**config.mk**
```make
export PLATFORM = sky130hd
export DESIGN_NAME = cfa_front
export DESIGN_NICKNAME = d
export VERILOG_FILES = /design/src/hw/rtl/cfa_pkg.sv /design/src/hw/rtl/cfa_front.sv
export SDC_FILE = /design/constraint.sdc
export NUM_CORES = 1
export LEC_CHECK = 0
export ABC_AREA = 1
export BUFFER_PORTS_ARGS = -buffer_cell sky130_fd_sc_hd__clkbuf_2
export CAP_MARGIN = 20
export CORE_MARGIN = 2
export CORE_UTILIZATION = 51
export DETAILED_ROUTE_END_ITERATION = 7
export PLACE_DENSITY = 0.83
export SLEW_MARGIN = 20
export SYNTH_ARGS = -nofsm -noshare
export SYNTH_HDL_FRONTEND = slang
export SYNTH_SLANG_ARGS = --single-unit
```
**constraint.sdc**
```tcl
create_clock -name i_clk -period 7.8 [get_ports i_clk]
set_input_delay 1.17 -clock i_clk [delete_from_list [all_inputs] [get_ports i_clk]]
set_output_delay 1.17 -clock i_clk [all_outputs]
set_load 0.005 [all_outputs]
```
**src/hw/rtl/cfa_pkg.sv**
```systemverilog
// ----------------------------------------------------------------------------
// cfa_pkg: shared types and constants of the custom float ALU
// Word layout, opcodes, the request record passed from front to back, and
// the compare codes.
// ----------------------------------------------------------------------------
`default_nettype none

package cfa_pkg;

    // Word layout: exponent in the top bits, significand below.
    localparam int EXP_BITS = 4;
    localparam int SIG_BITS = 28;
    localparam int WORD_W   = EXP_BITS + SIG_BITS;

    // Raw quotient and product width.
    localparam int T_BITS   = 2 * SIG_BITS;
    localparam int BL_W     = $clog2(T_BITS + 1);

    // Divider: one quotient bit per step, a few steps per stage.
    localparam int DIV_STEPS  = T_BITS;
    localparam int DIV_PER    = 2;
    localparam int DIV_STAGES = DIV_STEPS / DIV_PER;

    // Depth of the queue between front and back.
    localparam int Q_DEPTH_DEF = 2;

    // Opcodes.
    typedef enum logic [2:0] {
        OP_ADD = 3'd0,
        OP_SUB = 3'd1,
        OP_NEG = 3'd2,
        OP_MUL = 3'd3,
        OP_DIV = 3'd4,
        OP_EQ  = 3'd5,
        OP_CMP = 3'd6
    } t_op;

    // Work class chosen by the front.
    typedef enum logic [1:0] {
        K_ADD    = 2'd0,
        K_MUL    = 2'd1,
        K_DIV    = 2'd2,
        K_DIRECT = 2'd3
    } t_kind;

    // Compare result codes.
    localparam logic signed [1:0] ORD_EQ = 2'sb00;
    localparam logic signed [1:0] ORD_GT = 2'sb01;
    localparam logic signed [1:0] ORD_LT = 2'sb11;

    // Request record as it travels through the queue.
    typedef struct packed {
        t_kind              kind;
        logic [WORD_W-1:0]  a;
        logic [WORD_W-1:0]  b;
        logic [WORD_W-1:0]  word;
        logic               eq;
        logic signed [1:0]  ord;
    } t_req;

endpackage

`default_nettype wire

```
**src/hw/rtl/cfa_front.sv**
```systemverilog
// ----------------------------------------------------------------------------
// cfa_front: request intake and classification
// Registers each request, sorts it into add, multiply, divide or a direct
// result, and finishes negate, equality and compare right here.
// ----------------------------------------------------------------------------
`default_nettype none

module cfa_front import cfa_pkg::*; (
    input  wire logic               i_clk,
    input  wire logic               i_rst_n,
    input  wire logic               i_valid,
    output logic                    o_stall,
    input  wire logic [2:0]         i_req_type,
    input  wire logic [WORD_W-1:0]  i_operand_a,
    input  wire logic [WORD_W-1:0]  i_operand_b,
    output logic                    o_push,
    output t_req                    o_req,
    input  wire logic               i_q_full
);

    logic  r_valid;
    t_req  r_req;
    t_req  n_req;
    logic  [WORD_W-1:0] neg_b;
    logic  accept;

    // A held request leaves as soon as the queue has room.
    assign o_push  = r_valid && !i_q_full;
    assign o_stall = r_valid && i_q_full;
    assign accept  = i_valid && !o_stall;
    assign o_req   = r_req;

    // Negation keeps the exponent and negates the significand.
    assign neg_b = {i_operand_b[WORD_W-1:SIG_BITS],
                    SIG_BITS'(~i_operand_b[SIG_BITS-1:0] + 1'b1)};

    // Classification.
    always_comb begin
        n_req      = '0;
        n_req.kind = K_DIRECT;
        n_req.a    = i_operand_a;
        n_req.b    = i_operand_b;
        unique case (i_req_type)
            OP_ADD: n_req.kind = K_ADD;
            OP_SUB: begin
                n_req.kind = K_ADD;
                n_req.b    = neg_b;
            end
            OP_NEG: n_req.word = neg_b;
            OP_MUL: n_req.kind = K_MUL;
            OP_DIV: n_req.kind = K_DIV;
            OP_EQ:  n_req.eq   = (i_operand_a == i_operand_b);
            OP_CMP: begin
                if (i_operand_a == i_operand_b) begin
                    n_req.ord = ORD_EQ;
                end else if (i_operand_a[WORD_W-1:SIG_BITS]
                             != i_operand_b[WORD_W-1:SIG_BITS]) begin
                    n_req.ord = (i_operand_a[WORD_W-1:SIG_BITS]
                                 > i_operand_b[WORD_W-1:SIG_BITS]) ? ORD_GT : ORD_LT;
                end else begin
                    n_req.ord = (i_operand_a[SIG_BITS-1:0]
                                 > i_operand_b[SIG_BITS-1:0]) ? ORD_GT : ORD_LT;
                end
            end
            default: n_req = n_req;
        endcase
    end

    // Input register.
    always_ff @(posedge i_clk) begin
        if (!i_rst_n) begin
            r_valid <= 1'b0;
        end else if (accept) begin
            r_valid <= 1'b1;
        end else if (o_push) begin
            r_valid <= 1'b0;
        end
        if (accept) begin
            r_req <= n_req;
        end
    end

endmodule

`default_nettype wire

```
## Word-level counts from Yosys, hierarchy flattened

Index checks and enable logic that the tools add are counted.

- Memories kept: 0
- Output and inout port bits: 103
- Logic and storage cells: 36
- Flip-flop bits (word level): 102
- ROM bits: 0
- Latch bits: 0
- Input port bits: 71
- RAM bits: 0

- Equality and inequality tests: 8
- Mux-type cells: 7
- Reduce and logical (&&, ||, !) cells: 9
- Divide/modulo/power cells: 0
- Multiply operators: 0
- $lt $le $gt $ge: 2
- $add $sub $neg: 1
- Shifts and indexed selects: 0
- Bitwise operators: 2

Operator list:

| cell | count |
|---|---|
| $eq 32x32->1 | 1 |
| $add 28x1->28 const B | 1 |
| $gt 28x28->1 | 1 |
| $mux 28 | 1 |
| $not 28->28 | 1 |
| $eq 3x3->1 const B | 3 |
| $eq 3x2->1 const B | 2 |
| $mux 2 | 3 |
| $pmux 2 s3 | 1 |
| $gt 4x4->1 | 1 |
| $ne 4x4->1 | 1 |
| $reduce_or 2->1 | 2 |
| $eq 3x1->1 const B | 1 |
| $logic_and 1x1->1 | 3 |
| $logic_not 3->1 | 1 |
| $logic_not 1->1 | 2 |
| $mux 1 | 2 |
| $reduce_bool 2->1 | 1 |
| $not 1->1 | 1 |

## Longest topological paths before layout

- Word-level depth: 4
- Mapped depth: 11
- Depth with buffers taken out: 11

## Least setup slack after synthesis

Ideal clock, no wire load.

- Path type: input to register
- Start: in i_q_full
- End: reg r_req (netlist bit o_req[0]), enable pin
- Library setup time: 0.563 ns
- Stages on the path: 3
- Buffers on the path: 0
- Required time: 7.237 ns
- Slack: 1.716 ns
- Arrival time: 5.521 ns
- Cells stage by stage: nand2_1 > inv_1 > nor2_1

- Longest elaborated chain between the ends: 3

Ends and longest elaborated chain:

| element | RTL line | RTL |
|---|---|---|
| from (decl) | cfa_front.sv:18 | `input wire logic i_q_full` |
| $logic_and 1x1->1 | cfa_front.sv:29 | `assign o_stall = r_valid && i_q_full;` |
| net o_stall | cfa_front.sv:12 | `output logic o_stall,` |
| $logic_not 1->1 | cfa_front.sv:30 | `assign accept = i_valid && !o_stall;` |
| $logic_and 1x1->1 | cfa_front.sv:30 |  |
| net accept | cfa_front.sv:25 | `logic accept;` |
| to (signal assigned) | cfa_front.sv:79 | `r_req <= n_req;` |
| to (decl) | cfa_front.sv:22 | `t_req r_req;` |

The timed path passes the listed nets, and every way through them passes these cells.
A chain may end at the register's enable or synchronous reset.

## Worst setup path after layout

- Start: in i_q_full
- End: reg r_req (netlist bit o_req[0]), enable pin

- Longest elaborated chain between the ends: 3

Ends and longest elaborated chain:

| element | RTL line |
|---|---|
| $logic_and 1x1->1 | cfa_front.sv:29 |
| $logic_not 1->1 | cfa_front.sv:30 |
| $logic_and 1x1->1 | cfa_front.sv:30 |
| net accept | cfa_front.sv:25 |

The timed path passes the listed nets, and every way through them passes these cells.

==> results.ini <==
[timing]
whs_ps=498.6
finalClockSkew_ps=12.21
tightestPinTransition_ps=1016
setup_violations=0
relSlewSlack_pct=31.88
hold_viol=0
setup_tns_ps=0
min_period_over_period_pct=37.99
max_freq_mhz=337.5
rsz0062_at_grt=false
finalCriticalPeriod_ps=2963
drv_slew=0

[synth]
synth_top_area_share_pct=58.28
netlist_instances=509
synth_top_cell_by_area=edfxtp_1
synthDistinctLibCells=30
synth_nets=613
ys_ff_latch=102
synth.avg_cell_area_um2=10.22
yosysWarnings=0
syn_area_um2=5204
synth_area_leaders=edfxtp_1 58%, nand2_1 8.7%, ha_1 7.9%, nor2_1 4.0%, inv_1 3.8%
ys_seq_area_share_pct=58.67

[outcome]
status=finished clean

[global_routing]
busiest_layer=met2
grt_max_degree=67
grt_use_total_pct=23.06
use_met2_pct=38.45
overflow=0
antenna_found_initial=0
grt_pass1_wl_um=19600
grtUsageMet1_pct=29.37
use_met3_pct=4.679
grt_pass1_vias=4056

[pwr]
p_leak_uw=0.003026
p_per_area_nw_per_um2=176.3
irDropWorstVdd_uv=81.93
power_uw=1128

[worst_hold_path]
hold_end=r_valid$_SDFFE_PN0P_
hold_depth=2
hp-start=r_valid$_SDFFE_PN0P_
hp-class=flip-flop to flip-flop

[detailed_routing]
antenna_left=0
viasPerCell=5.080
firstDrtPassIters=5
drcViolationCount=0
num_vias=4186
wl_um=12480
wire_per_inst_um=15.14
drt_iter0_markers=318

[floorplan]
die_w_um=105.0
die_h_um=105.0
coreArea_um2=9819
rows=36
ioPinCount=174
die_area_um2=11030
initial_core_util_pct=52.99

[final_layout]
area_delta_synth_final_pct=22.94
fin_area_um2=6397
drive_above_1_share_pct=32.56
final_core_util_pct=65.15
n_antenna_cell=0
finalNetCount=790

[cts]
ctsHoldBuffers=0
cts_buffers=9
path_clk_slew_ps=90
htreeDepth=3
post_cts_resized=0
root_buffer=clkbuf_8
cts_setup_buffers=0
clock_latency_ps=370
clock-sinks=102
cts_tree=done
ctsLongestPathBuffers=2

[placed_design]
dp_hpwl_um=9823
io_buffers=173
placed_area_um2=6218
gp_congestion=0.8819

[critical_path]
critPathSlowestCell=buf_4
critical_path.cell_chain=clkbuf_2 -> nand2_1 -> inv_1 -> nor2_4 -> buf_4
cp_max_fo=66
cp-end-kind=flip-flop
crit_path_start_kind=input port
critPathArrivalTime_ps=2970
reg2reg_to=o_req[0]$_SDFFCE_PP0P_
reg2reg_depth=4
reg2reg_from=r_valid$_SDFFE_PN0P_
rrSetupSlack_ps=5420
slowest_delay_ps=770
worstPathRequired_ps=7810
worstSetupPathType=input port to flip-flop

[job]
maxCapViolations=0

## cells by family (layout without fill, tap and decap cells)
family	Yosys count	after routing	share of synthesized area [%]
simple gates	241	241	21.06
flops	102	102	58.67
buf+inv	76	258	5.578
compound gates	44	44	4.569
fa+ha+maj	33	33	7.935
xor+xnor	13	13	2.188
## per-layer routing
metal	routed length (um)	part of all wire, %
met1	5308	43
met2	5941	48
met3	938	7.5
met4	290	2.3
met5	0	0
## where the power goes
part / total, uW / internal, uW / switching, uW / leakage (uW)
combinational: 165 / 63.6 / 101 / 0.00194
sequential: 652 / 642 / 10.0 / 0.000996
clock: 311 / 119 / 191 / 0.0000866
## critical path: cells and delay by family
family / cells / cell delay (ps)
simple gates: 2 / 800
buf+inv: 3 / 930
## cell usage after synthesis (all sizes together)
cell type	count
xor2	13
a21boi	1
o21bai	1
clkbuf	6
a21oi	15
o211ai	1
o21a	1
edfxtp	101
nor2	66
nor3b	1
nand4	12
nand3	32
nor3	8
dfxtp	1
buf	2
clkinv	4
ha	33
inv	64
nand2	122
o21ai	25
## placed cells by master (no fill, tap or decap), drive strengths merged, types with 2 or more instances in the layout
master / instances
inv: 66
nand3: 32
clkinvlp: 2
xor2: 13
o21ai: 25
nand2: 122
a21oi: 15
nor3: 8
ha: 33
nor2: 66
clkbuf: 182
edfxtp: 101
nand4: 12
clkinv: 7
## worst max-delay path by stage
stage	start	endpoint	slack [ps]	depth (start not counted)
6_report	i_q_full	o_req[0]$_SDFFCE_PP0P_	4840	5
5_1_grt	i_q_full	o_req[69]$_DFFE_PP_	4620	5
4_1_cts	i_req_type[1]	o_req[40]$_DFFE_PP_	4700	7
3_5_place_dp	i_req_type[1]	o_req[40]$_DFFE_PP_	4300	7
3_3_place_gp	i_req_type[1]	o_req[52]$_DFFE_PP_	4440	7
2_1_floorplan	i_q_full	o_req[0]$_SDFFCE_PP0P_	1720	3
## cell type report
type | count | area [um2]
fillers | 829 | 3422
flip-flops and latches | 102 | 3053
well taps | 133 | 166.4
repair buffers | 174 | 873.3
clock buffers | 9 | 123.9
inverters | 68 | 257.7
clock inverters | 7 | 55.05
multi-input cells | 331 | 1868
## flip-flops by register name, indices dropped and copies added (netlist names)
register and cells:
o_req 101, r_valid 1
## through the flow
stage,instances,setup slack (ps)
after global routing,824,4619
final,824,4837
after detailed placement,808,4297
after CTS,824,4703
after global placement,808,4436
after floorplan,509,1716
Power figures use the tool's default switching activity.
