$ cat src/hw/rtl/cfa_pkg.sv
// ----------------------------------------------------------------------------
// cfa_pkg: shared types and constants of the custom float ALU
// Word layout, opcodes, the request record passed from front to back, and
// the compare codes.
// ----------------------------------------------------------------------------
`default_nettype none

package cfa_pkg;

    // Word layout: exponent in the top bits, significand below.
    localparam int EXP_BITS = 4;
    localparam int SIG_BITS = 28;
    localparam int WORD_W   = EXP_BITS + SIG_BITS;

    // Raw quotient and product width.
    localparam int T_BITS   = 2 * SIG_BITS;
    localparam int BL_W     = $clog2(T_BITS + 1);

    // Divider: one quotient bit per step, a few steps per stage.
    localparam int DIV_STEPS  = T_BITS;
    localparam int DIV_PER    = 2;
    localparam int DIV_STAGES = DIV_STEPS / DIV_PER;

    // Depth of the queue between front and back.
    localparam int Q_DEPTH_DEF = 2;

    // Opcodes.
    typedef enum logic [2:0] {
        OP_ADD = 3'd0,
        OP_SUB = 3'd1,
        OP_NEG = 3'd2,
        OP_MUL = 3'd3,
        OP_DIV = 3'd4,
        OP_EQ  = 3'd5,
        OP_CMP = 3'd6
    } t_op;

    // Work class chosen by the front.
    typedef enum logic [1:0] {
        K_ADD    = 2'd0,
        K_MUL    = 2'd1,
        K_DIV    = 2'd2,
        K_DIRECT = 2'd3
    } t_kind;

    // Compare result codes.
    localparam logic signed [1:0] ORD_EQ = 2'sb00;
    localparam logic signed [1:0] ORD_GT = 2'sb01;
    localparam logic signed [1:0] ORD_LT = 2'sb11;

    // Request record as it travels through the queue.
    typedef struct packed {
        t_kind              kind;
        logic [WORD_W-1:0]  a;
        logic [WORD_W-1:0]  b;
        logic [WORD_W-1:0]  word;
        logic               eq;
        logic signed [1:0]  ord;
    } t_req;

endpackage

`default_nettype wire

$ cat src/hw/rtl/cfa_queue.sv
// ----------------------------------------------------------------------------
// cfa_queue: request queue between front and back
// A small register queue so that front and back can each stall alone.
// ----------------------------------------------------------------------------
`default_nettype none

module cfa_queue import cfa_pkg::*; #(
    parameter int DEPTH = Q_DEPTH_DEF
) (
    input  wire logic  i_clk,
    input  wire logic  i_rst_n,
    input  wire logic  i_push,
    input  wire t_req  i_req,
    output logic       o_full,
    input  wire logic  i_pop,
    output logic       o_empty,
    output t_req       o_req
);

    localparam int PW = (DEPTH > 1) ? $clog2(DEPTH) : 1;
    localparam int CW = $clog2(DEPTH + 1);

    t_req           r_mem [DEPTH];
    logic [PW-1:0]  r_wp;
    logic [PW-1:0]  r_rp;
    logic [CW-1:0]  r_cnt;
    logic           do_push;
    logic           do_pop;

    assign o_full  = (r_cnt == CW'(DEPTH));
    assign o_empty = (r_cnt == '0);
    assign do_push = i_push && !o_full;
    assign do_pop  = i_pop && !o_empty;
    assign o_req   = r_mem[r_rp];

    // Pointers and fill count.
    always_ff @(posedge i_clk) begin
        if (!i_rst_n) begin
            r_wp  <= '0;
            r_rp  <= '0;
            r_cnt <= '0;
        end else begin
            if (do_push) begin
                r_wp <= (r_wp == PW'(DEPTH - 1)) ? '0 : r_wp + 1'b1;
            end
            if (do_pop) begin
                r_rp <= (r_rp == PW'(DEPTH - 1)) ? '0 : r_rp + 1'b1;
            end
            if (do_push && !do_pop) begin
                r_cnt <= r_cnt + 1'b1;
            end else if (do_pop && !do_push) begin
                r_cnt <= r_cnt - 1'b1;
            end
        end
    end

    // Storage.
    always_ff @(posedge i_clk) begin
        if (do_push) begin
            r_mem[r_wp] <= i_req;
        end
    end

endmodule

`default_nettype wire

$ cat config.mk
export PLATFORM = sky130hd
export DESIGN_NAME = cfa_queue
export DESIGN_NICKNAME = d
export VERILOG_FILES = /design/src/hw/rtl/cfa_pkg.sv /design/src/hw/rtl/cfa_queue.sv
export SDC_FILE = /design/constraint.sdc
export NUM_CORES = 1
export LEC_CHECK = 0
export BUFFER_PORTS_ARGS = -buffer_cell sky130_fd_sc_hd__buf_2
export CAP_MARGIN = 5
export CORE_AREA = 5 5 124 126
export DETAILED_ROUTE_END_ITERATION = 6
export DIE_AREA = 0 0 129 131
export GPL_TIMING_DRIVEN = 0
export PLACE_DENSITY = 0.89
export SLEW_MARGIN = 0
export SYNTH_ARGS = -nofsm -noshare
export SYNTH_HDL_FRONTEND = slang
export SYNTH_SLANG_ARGS = --single-unit
$ cat constraint.sdc
create_clock -name i_clk -period 14.5 [get_ports i_clk]
set_input_delay 2.175 -clock i_clk [delete_from_list [all_inputs] [get_ports i_clk]]
set_output_delay 2.175 -clock i_clk [all_outputs]
set_load 0.03 [all_outputs]
# ---- Word-level counts from Yosys, hierarchy flattened
# Memory sizes are Yosys's and may differ from the RTL's. A register that Yosys moved wholly into a read port is not among the register bits.
# Cells that the tools add are included.
# Widths: inputs -> output; s select.
dict set report word_totals {
  out_inout_bits 103
  elab_cells 27
  ramBits 202
  memories 1
  register_bits 4
  input_bits 105
}
# memory words word_bits read_ports rd_clocked_by_memory_dff wr line_no
set mem_list {}
lappend mem_list {r_mem 2 101 1 1 1 cfa_queue.sv:23} ;# t_req r_mem [DEPTH];
dict set report classes {
  mux 8
  n_reduce_logical 10
  add_sub_neg 4
  n_eq_ne 1
}
# op count
set op_table {}
lappend op_table {{$mux 1} 6}
lappend op_table {{$logic_and 1x1->1} 4}
lappend op_table {{$logic_not 1->1} 4}
lappend op_table {{$mux 2} 2}
lappend op_table {{$add 1x1->1 const B} 2}
lappend op_table {{$add 2x1->2 const B} 1}
lappend op_table {{$eq 2x2->1 const B} 1}
lappend op_table {{$logic_not 2->1} 1}
lappend op_table {{$reduce_bool 2->1} 1}
lappend op_table {{$sub 2x1->2 const B} 1}

# ---- Logic depth before layout (Yosys ltp)
# Gate-level depths: netlist of run 1.
dict set report depth {
  depth_word 7
  depth_mapped 7
  mapped_depth_nobuf 7
}

# ---- Least setup slack after synthesis of run 1
# No wires, ideal clock.
dict set report synth_path {
  path_type {input -> register}
  startpoint {in i_push}
  endpoint {mem r_mem[0][0] in the netlist's numbering, enable pin}
  path_buffers 0
  arrival_ps 6165
  stages 2
  setup_slack_ps 7791
  cell_sequence {inv_1 -> nor3_2}
}
dict set report synth_via {
  elab_chain_cells 3
}
# item line_no
set synth_rtl {}
lappend synth_rtl {{start: declaration} cfa_queue.sv:12} ;# input wire logic i_push,
lappend synth_rtl {{$logic_and 1x1->1} cfa_queue.sv:32} ;# assign do_push = i_push && !o_full;
lappend synth_rtl {{$mux 1} cfa_queue.sv:59} ;# if (do_push) begin
lappend synth_rtl {{$mux 1 (implied by the code)} cfa_queue.sv:60} ;# r_mem[r_wp] <= i_req;
lappend synth_rtl {{end: declaration} cfa_queue.sv:23}
# No other way between the ends.

==> flow_summary.yaml, run 1 <==
floorplanning:
  start_util_pct: 53.2
  io_pins: 208
  core_mm2: 0.0142
  rows: 44
  die_h_um: 131
  die_area_mm2: 0.0169
  die_x_um: 129
worst_setup_path:
  regToRegStartpoint: "r_cnt[0]$_SDFFE_PN0P_"
  crit_slowest_cell: "mux2_1"
  critPathLaunchType: "flop"
  cpPeakStageDelay_ps: 350
  critPathCaptureType: "output pin"
  critPathKind: "flop to output pin"
  crit_arrival_ps: 1780
  critPathMaxFanout: 10
  cp.required_ps: 12320
  worstPathCellList: "buf_4 > buf_6 > mux2_1 > buf_2"
synth:
  synthDistinctLibCells: 23
  avgSynthCellArea_um2: 22.3
  syn-num-nets: 445
  netlist_instances: 339
  syn_area_mm2: 0.00755
  synth_area_leaders: "edfxtp_1 80%, mux2_1 13%, mux2_2 1.6%, buf_6 1.3%, dfxtp_1 1.3%"
  seq_area_frac_synth_pct: 81.7
  yosysTopAreaCell: "edfxtp_1"
  ys_warn_count: 0
  synth-seq-cells: 207
  synth.top_cell.area_share_pct: 80.3
clock_network:
  clock_latency_ps: 480
  cts_tree: "yes"
  clk_path_buf_depth: 3
  cts_hold_buf: 0
  cts-root-buf: "clkbuf_16"
  htree_levels: 1
  clkTransAtPathRegs_ps: 60
  cts_resized: 0
  cts_num_sinks: 207
  cts_buffers: 20
  postCtsSetupBuffers: 0
pwr:
  vdd_ir_drop_max_v: 0.000125
  p_leak_nw: 3.65
  power_density_mw_per_mm2: 191
final_layout:
  drive_gt1_share_pct: 45.3
  multiInputGateArea_mm2: 0.00127
  antenna_cells: 0
  syn_to_final_growth_pct: 27.7
  nFillCells: 914
  finalNetCount: 681
  final_common_cell: "buf_2"
  seq_area_mm2: 0.00617
  layout_common_cells: "208 x buf_2, 202 x edfxtp_1, 90 x mux2_1"
  final_area_mm2: 0.00964
placed_design:
  place_area_mm2: 0.00898
  dpl_worst_slack_ps: 10490
  place_congestion: 0.759
  place_hpwl_um: 9920
  port_buffers: 207
timing:
  rsz0062_at_grt: "false"
  post-route-period-util_pct: 27.3
  worst_slack_ps: 10550
  slew_headroom_pct: 47.3
  setup_viol: 0
  final_max_slew_viol_count: 0
  fmax_mhz: 253
  hold_ws_ps: 559
  clock_skew_ps: 10.3
  worstMarginPinSlew_ps: 791
  fin_crit_ps: 3950
  finalHoldViolations: 0
  tns_ps: 0
outcome:
  outcome: "complete, no violations"
global_routing:
  grt_first_pass_wirelength_um: 21500
  overflow: 0
  grt_max_degree: 57
  antenna_found_initial: 1
  grt_pass1_vias: 4239
  track_usage_pct: 16.3
detailed_routing:
  drtAntennaViolNets: 0
  num_vias: 3890
  drt-pass1-iter-count: 4
  remaining_drc_errors: 0
  wl_per_cell_um: 18.4
  wl_um: 14200
  vias_per_cell: 5.03
  dr.first_iter.drc_count: 226
worst_hold_path:
  hold_class: "flop to flop"
  worstHoldStart: "r_cnt[1]$_SDFFE_PN0P_"
run:
  cap_violations: 0
==> registers in the layout (all words and copies together) (netlist names), named ones only <==
name and count:
r_mem 202, r_wp 1, r_cnt 2, r_rp 1
==> metrics by stage <==
stage          utilization [%]  total power [mW]  cells
2_1_floorplan                -              1.17    339
3_3_place_gp              62.1              1.32    730
3_5_place_dp              63.2              1.35    737
4_1_cts                   67.9              1.87    773
5_1_grt                   67.9              1.92    773
6_report                  67.9              1.84    773
==> path summary, 6_finish.rpt <==
path	endpoint	slack (ps)	cells past startpoint
hold reg to reg	r_cnt[1]$_SDFFE_PN0P_	560	2
hold / removal	r_cnt[1]$_SDFFE_PN0P_	560	2
setup / recovery	o_req[66]	10550	4
setup reg to reg	r_mem[0][23]$_DFFE_PP_	12220	7
==> critical path, delay by kind of cell (launching register included) <==
family	cells	cell delay [ps]
buf+inv	3	640
mux	1	350
flops	1	320
==> per-layer routing <==
layer / track usage (%) / wire length (um)
met5: 0 / 13
met4: 3.34 / 127
met2: 30.4 / 7750
met1: 19.0 / 5140
met3: 4.59 / 1150
==> logic make-up (layout without fill, tap and decap cells) <==
logic type | after synthesis | in the layout | share of synthesized area, %
compound gates | 5 | 5 | 0.431
flops | 207 | 207 | 81.7
simple gates | 9 | 9 | 0.729
xor+xnor | 3 | 3 | 0.348
mux | 101 | 101 | 15.1
buf+inv | 13 | 263 | 1.61
fa+ha+maj | 1 | 1 | 0.166
==> power breakdown <==
group | internal [mW] | switching, mW | total (mW)
combinational | 0.192 | 0.367 | 0.559
sequential | 0.751 | 0.0196 | 0.770
clock | 0.312 | 0.198 | 0.510
total | 1.25 | 0.585 | 1.84
==> cells in the mapped netlist (all sizes together) <==
cell type,number
o21ai,2
a21boi,2
edfxtp,202
nand2b,1
ha,1
nor3,1
mux2,101
dfxtp,5
nor2,2
o21a,1
and3,1
xor2,1
and2,3
or3,1
xnor2,2
inv,2
buf,11
==> layout make-up <==
cell class,instances,area share [%]
sequential,207,63.9
inverter,2,0.0778
timing repair buffer,214,12.4
multi-input combinational,119,13.2
clock inverter,6,0.843
tap,184,2.39
buffer,11,1.18
clock buffer,30,6.01
(Power assumes the default switching activity.)
==> run 2: changes to the inputs <==
--- a/config.mk
+++ b/config.mk
@@ -5,13 +5,14 @@
 export SDC_FILE = /design/constraint.sdc
 export NUM_CORES = 1
 export LEC_CHECK = 0
+export ABC_AREA = 1
 export BUFFER_PORTS_ARGS = -buffer_cell sky130_fd_sc_hd__buf_2
 export CAP_MARGIN = 5
-export CORE_AREA = 5 5 124 126
+export CORE_AREA = 5 5 137 139
 export DETAILED_ROUTE_END_ITERATION = 6
-export DIE_AREA = 0 0 129 131
+export DIE_AREA = 0 0 142 144
 export GPL_TIMING_DRIVEN = 0
-export PLACE_DENSITY = 0.89
+export PLACE_DENSITY = 0.81
 export SLEW_MARGIN = 0
 export SYNTH_ARGS = -nofsm -noshare
 export SYNTH_HDL_FRONTEND = slang
==> constraint.sdc (replaced) <==
create_clock -name i_clk -period 3.6 [get_ports i_clk]
set_input_delay 0.54 -clock i_clk [delete_from_list [all_inputs] [get_ports i_clk]]
set_output_delay 0.54 -clock i_clk [all_outputs]
set_load 0.03 [all_outputs]
==> run 2 against run 1 <==
Sequential share of layout area shrank 2.9 points. Via count is 1.2% higher. Clock power increased to 4.0 times the previous value. Register-to-register slack got worse by 11000 ps. Worst hold slack worse by 310 ps. Synthesized area is 5.7% higher. First-iteration DRC count decreased by 43%. Non-clock buffer count shrank 1. Flip-flop and latch count stayed put. Global-route usage fell by 2.2 points.
==> flow_summary.yaml, run 2 <==
final_layout:
  largest_reg_flops: 202
  finalNetCount: 694
  layout_common_cells: "208 x buf_2, 202 x edfxtp_1, 90 x mux2_4"
  nFillCells: 1336
  multiInputGateArea_mm2: 0.00160
  drive_gt1_share_pct: 59.2
  antenna_cells: 0
  top_regs: "r_mem x202, r_cnt x2"
  utilization_pct: 57.6
  seq_area_mm2: 0.00617
  final_common_cell: "buf_2"
  largest-register: "r_mem"
  syn_to_final_growth_pct: 26.5
timing:
  fin_crit_ps: 2300
  setup_viol: 0
  clock_skew_ps: 5.85
  worstMarginPinSlew_ps: 663
  finalHoldViolations: 0
  worst_slack_ps: 1300
  fmax_mhz: 435
  slew_headroom_pct: 55.7
  tns_ps: 0
  final_max_slew_viol_count: 0
  hold_ws_ps: 249
  rsz0062_at_grt: "false"
  post-route-period-util_pct: 63.9
clock_network:
  clkTransAtPathRegs_ps: 60
  htree_levels: 1
  cts_tree: "yes"
  postCtsSetupBuffers: 0
  cts_num_sinks: 207
  cts_buffers: 21
  cts-root-buf: "clkbuf_16"
  clk_path_buf_depth: 3
  cts_hold_buf: 0
  cts_resized: 0
  clock_latency_ps: 480
outcome:
  outcome: "complete, no violations"
pwr:
  power_density_mw_per_mm2: 746
  p_leak_nw: 3.98
  vdd_ir_drop_max_v: 0.000458
floorplanning:
  die_x_um: 142
  rows: 49
  core_mm2: 0.0175
  die_h_um: 144
  die_area_mm2: 0.0204
  start_util_pct: 45.5
  io_pins: 208
placed_design:
  place_congestion: 0.740
  port_buffers: 207
  place_hpwl_um: 10700
  dpl_worst_slack_ps: 1360
global_routing:
  track_usage_pct: 14.1
  overflow: 0
  antenna_found_initial: 0
  grt_pass1_vias: 4314
  grt_max_degree: 35
  grt_first_pass_wirelength_um: 22900
detailed_routing:
  drt-pass1-iter-count: 4
  drtAntennaViolNets: 0
  wl_per_cell_um: 17.8
  num_vias: 3935
  wl_um: 14800
  vias_per_cell: 4.74
  dr.first_iter.drc_count: 129
  remaining_drc_errors: 0
worst_setup_path:
  critPathMaxFanout: 10
  critPathLaunchType: "flop"
  critPathKind: "flop to output pin"
  critPathCaptureType: "output pin"
  r2r_cells: 4
  cp.required_ps: 3060
  crit_arrival_ps: 1760
synth:
  synthDistinctLibCells: 16
  netlist_instances: 352
  syn_area_mm2: 0.00798
  synthArstFlopShare_pct: 0
  avgSynthCellArea_um2: 22.7
  syn-num-nets: 458
  synth.top_cell.area_share_pct: 76.0
  synth_flop_cell: "edfxtp_1"
  synth-seq-cells: 207
  ys_top_cells_by_count: "202 x edfxtp_1, 90 x mux2_4, 11 x mux2_2, 11 x nor2_1"
  synth_area_leaders: "edfxtp_1 76%, mux2_4 17%, buf_12 2.3%, mux2_2 1.6%, dfxtp_1 1.3%"
  yosysTopAreaCell: "edfxtp_1"
  ys_warn_count: 0
  synthMostInstantiatedCell: "edfxtp_1"
  seq_area_frac_synth_pct: 77.3
  synth-edff-count: 202
worst_hold_path:
  worstHoldPathCells: 1
  hold_class: "input pin to flop"
run:
  cap_violations: 0
==> run 2: changes by cell type after synthesis, sizes merged, moves of 2 or more <==
| cell | delta |
|---|---|
| nand2 | +6 |
| a21boi | -2 |
| and2 | -3 |
| nor2 | +9 |
| inv | +7 |
| xnor2 | -2 |
==> run 2: worst max-delay path, cell delays in order (launching register included) <==
cell     delay (ps)
dfxtp_1         340
buf_6           250
buf_12          190
mux2_4          310
buf_2           180
==> run 2: final cells by class <==
cell class	instances	share of cell area [%]
buffer	11	1.95
clock buffer	31	5.97
timing repair buffer	213	11.4
clock inverter	5	0.570
sequential	207	61.1
multi-input combinational	125	15.8
inverter	9	0.335
tap	229	2.84
==> run 2: final timing paths <==
path | slack [ps] | end | from
hold / removal | 250 | r_mem[1][83]$_DFFE_PP_ | i_req[83]
setup reg to reg | 1550 | r_mem[1][17]$_DFFE_PP_ | r_cnt[0]$_SDFFE_PN0P_
hold reg to reg | 520 | flop | r_rp$_SDFFE_PN0P_
setup / recovery | 1300 | o_req[57] | flop
==> run 2: where the power goes <==
part | total (mW) | internal, mW | switching, mW
Combinational | 2.35 | 0.952 | 1.40
Sequential | 3.13 | 3.04 | 0.0905
Clock | 2.04 | 1.23 | 0.814
Total | 7.53 | 5.23 | 2.31
==> run 2: through the flow <==
stage / total power [mW] / instance area (um2) / cells
after floorplan: 4.94 / 7980 / 352
after CTS: 7.64 / 10100 / 830
after global placement: 5.48 / 9310 / 788
after detailed placement: 5.57 / 9440 / 794
final: 7.53 / 10100 / 830
after global routing: 7.88 / 10100 / 830
==> run 2: kinds of logic after synthesis <==
group	count (synthesis)	share of synthesized area, %
AND/OR/NAND/NOR	19	0.941
adder cells (fa/ha/maj)	1	0.157
multiplexers	101	18.5
buffers and inverters	20	2.89
AO/OA/AOI/OAI	4	0.251
flip-flops	207	77.3
==> run 2: metal layers <==
metal	track usage, %	part of all wire [%]
met1	17.3	39
met2	24.8	52
met3	3.90	7.8
met4	3.94	2.0
met5	0	0
==> run 3: changes to the inputs <==
--- a/config.mk
+++ b/config.mk
@@ -8,11 +8,11 @@
 export ABC_AREA = 1
 export BUFFER_PORTS_ARGS = -buffer_cell sky130_fd_sc_hd__buf_2
 export CAP_MARGIN = 5
-export CORE_AREA = 5 5 137 139
+export CORE_AREA = 5 5 129 131
 export DETAILED_ROUTE_END_ITERATION = 6
-export DIE_AREA = 0 0 142 144
+export DIE_AREA = 0 0 134 136
 export GPL_TIMING_DRIVEN = 0
-export PLACE_DENSITY = 0.81
+export PLACE_DENSITY = 0.86
 export SLEW_MARGIN = 0
 export SYNTH_ARGS = -nofsm -noshare
 export SYNTH_HDL_FRONTEND = slang
==> constraint.sdc (replaced) <==
create_clock -name i_clk -period 2.16 [get_ports i_clk]
set_input_delay 0.324 -clock i_clk [delete_from_list [all_inputs] [get_ports i_clk]]
set_output_delay 0.324 -clock i_clk [all_outputs]
set_load 0.03 [all_outputs]
==> run 3 against run 2 <==
Die area decreased by 11%. Wire length decreased by 1.2%. Critical path depth unchanged. Global-route usage increased by 1.4 points. Power increased by 70%.
==> flow_summary.yaml, run 3 (synthesized netlist as in run 2, its figures left out) <==
clock_network:
  clk_path_buf_depth: 3
  cts_buffers: 22
  clock_latency_ps: 490
  cts_tree: "yes"
  cts-root-buf: "clkbuf_16"
  clkTransAtPathRegs_ps: 60
  htree_levels: 1
  cts_num_sinks: 207
pwr:
  power_density_mw_per_mm2: 1260
  p_leak_nw: 4.03
  seqPwrFrac_pct: 41.0
  combPwrFrac_pct: 30.8
  p_int_mw: 8.86
  power_frac_clock_pct: 28.2
  vdd_ir_drop_max_v: 0.00101
  p_sw_mw: 3.91
  swShare_pct: 30.6
detailed_routing:
  dr.first_iter.drc_count: 158
  drt-pass1-iter-count: 5
  num_vias: 3995
  wl_per_cell_um: 18.3
  wl_um: 14600
  remaining_drc_errors: 0
  vias_per_cell: 4.99
  drtAntennaViolNets: 0
global_routing:
  overflow: 0
  antenna_found_initial: 2
  track_usage_pct: 15.5
  grt_first_pass_wirelength_um: 22400
  grt_max_degree: 35
  grt_pass1_vias: 4392
timing:
  clock_skew_ps: 11.0
  setup_viol: 0
  fmax_mhz: 485
  finalHoldViolations: 0
  worstMarginPinSlew_ps: 569
  slew_headroom_pct: 62.0
  hold_ws_ps: 23.5
  final_max_slew_viol_count: 0
  post-route-period-util_pct: 95.5
  rsz0062_at_grt: "false"
  fin_crit_ps: 2060
placed_design:
  port_buffers: 207
  place_hpwl_um: 10400
  place_congestion: 0.707
worst_setup_path:
  critPathMaxFanout: 10
  critPathKind: "flop to output pin"
  cpPeakStageDelay_ps: 350
  cp.required_ps: 1840
  ff2ff_setup_slack_ps: 340
  crit_buf_inv: 3
  critPathCaptureType: "output pin"
  worst_r2r_endpoint: "r_mem[0][31]$_DFFE_PP_"
  worstPathCellList: "buf_8 > buf_12 > mux2_4 > buf_2"
  critPathTopFamily: "buffers and inverters"
  crit_arrival_ps: 1740
  r2r_cells: 5
  crit_slowest_cell: "dfxtp_1"
  critPathLaunchType: "flop"
  regToRegStartpoint: "r_cnt[1]$_SDFFE_PN0P_"
final_layout:
  drive_gt1_share_pct: 60.0
  largest-register: "r_mem"
  layout_common_cells: "208 x buf_2, 202 x edfxtp_1, 90 x mux2_4"
  top_regs: "r_mem x202, r_cnt x2"
  syn_to_final_growth_pct: 27.2
  largest_reg_flops: 202
  utilization_pct: 65.5
  finalNetCount: 698
  final_common_cell: "buf_2"
  antenna_cells: 0
floorplanning:
  start_util_pct: 51.5
  die_area_mm2: 0.0182
  io_pins: 208
  die_h_um: 136
  die_x_um: 134
  core_mm2: 0.0155
  rows: 46
outcome:
  outcome: "complete, no violations"
run:
  cap_violations: 0
worst_hold_path:
  hold_class: "input pin to flop"
  worstHoldStart: "i_req[47]"
  holdPathEnd: "r_mem[0][47]$_DFFE_PP_"
  worstHoldPathCells: 1
-- run 3: per-layer routing --
| layer | part of all wire, % | up-vias | track usage (%) |
|---|---|---|---|
| met5 | 0.17 | - | 0 |
| met4 | 2.1 | 4 | 4.63 |
| met3 | 6.9 | 30 | 4.15 |
| met2 | 53 | 164 | 28.4 |
| met1 | 38 | 1927 | 17.9 |
| li1 | - | 1870 | - |
-- run 3: power by group through the flow --
stage               clock (mW)  sequential [mW]  combinational, mW
floorplan                    0             5.29               2.94
global placement             0             5.32               3.78
detailed placement           0             5.32               3.97
CTS                       3.70             5.24               3.99
global route              3.86             5.28               4.13
finish                    3.60             5.24               3.94
-- run 3: cell type report --
| type | count | area [um2] |
|---|---|---|
| Timing Repair Buffer | 216 | 1190 |
| Clock inverter | 13 | 118 |
| Clock buffer | 27 | 591 |
| Buffer | 11 | 200 |
| Inverter | 9 | 33.8 |
| Sequential cell | 207 | 6170 |
| Fill cell | 1054 | 5340 |
| Multi-Input combinational cell | 125 | 1610 |
| Tap cell | 192 | 240 |
-- run 3: per-stage QoR --
stage          worst slack [ps]  power [mW]  TNS, ps  instances  area, um2
2_1_floorplan              -231        8.23   -44550        352       8010
3_5_place_dp                291        9.29        0        757       9410
6_report                   98.1        12.8        0        800      10100
4_1_cts                    29.6        12.9        0        800      10100
3_3_place_gp               -964        9.11  -191690        751       9290
5_1_grt                    20.0        13.3        0        800      10100
-- run 3: worst register-to-register path: stages (launching register included) --
cell     delay (ps)
dfxtp_2         330
inv_2            90
o21ai_4          90
nor2_4          480
buf_12          270
buf_12          250
-- run 3: what timing repair did --
item / 4_1_cts / 5_1_grt
setup endpoints to repair: 0 / 2
hold buffers: 3 / 0
buffers inserted: 0 / 0
hold endpoints to repair: 5 / 0
resized for setup: 0 / 1
-- run 3: worst max path at each step --
stage / cells past startpoint / slack, ps / endpoint / from
2_1_floorplan: 3 / -230 / r_mem[0][0]$_DFFE_PP_ / r_cnt[1]$_SDFFE_PN0P_
3_3_place_gp: 3 / -960 / r_mem[0][31]$_DFFE_PP_ / i_push
3_5_place_dp: 5 / 290 / r_mem[0][30]$_DFFE_PP_ / i_push
4_1_cts: 4 / 30 / o_req[13] / flop
5_1_grt: 4 / 20 / o_req[8] / flop
6_report: 4 / 100 / o_req[14] / flop
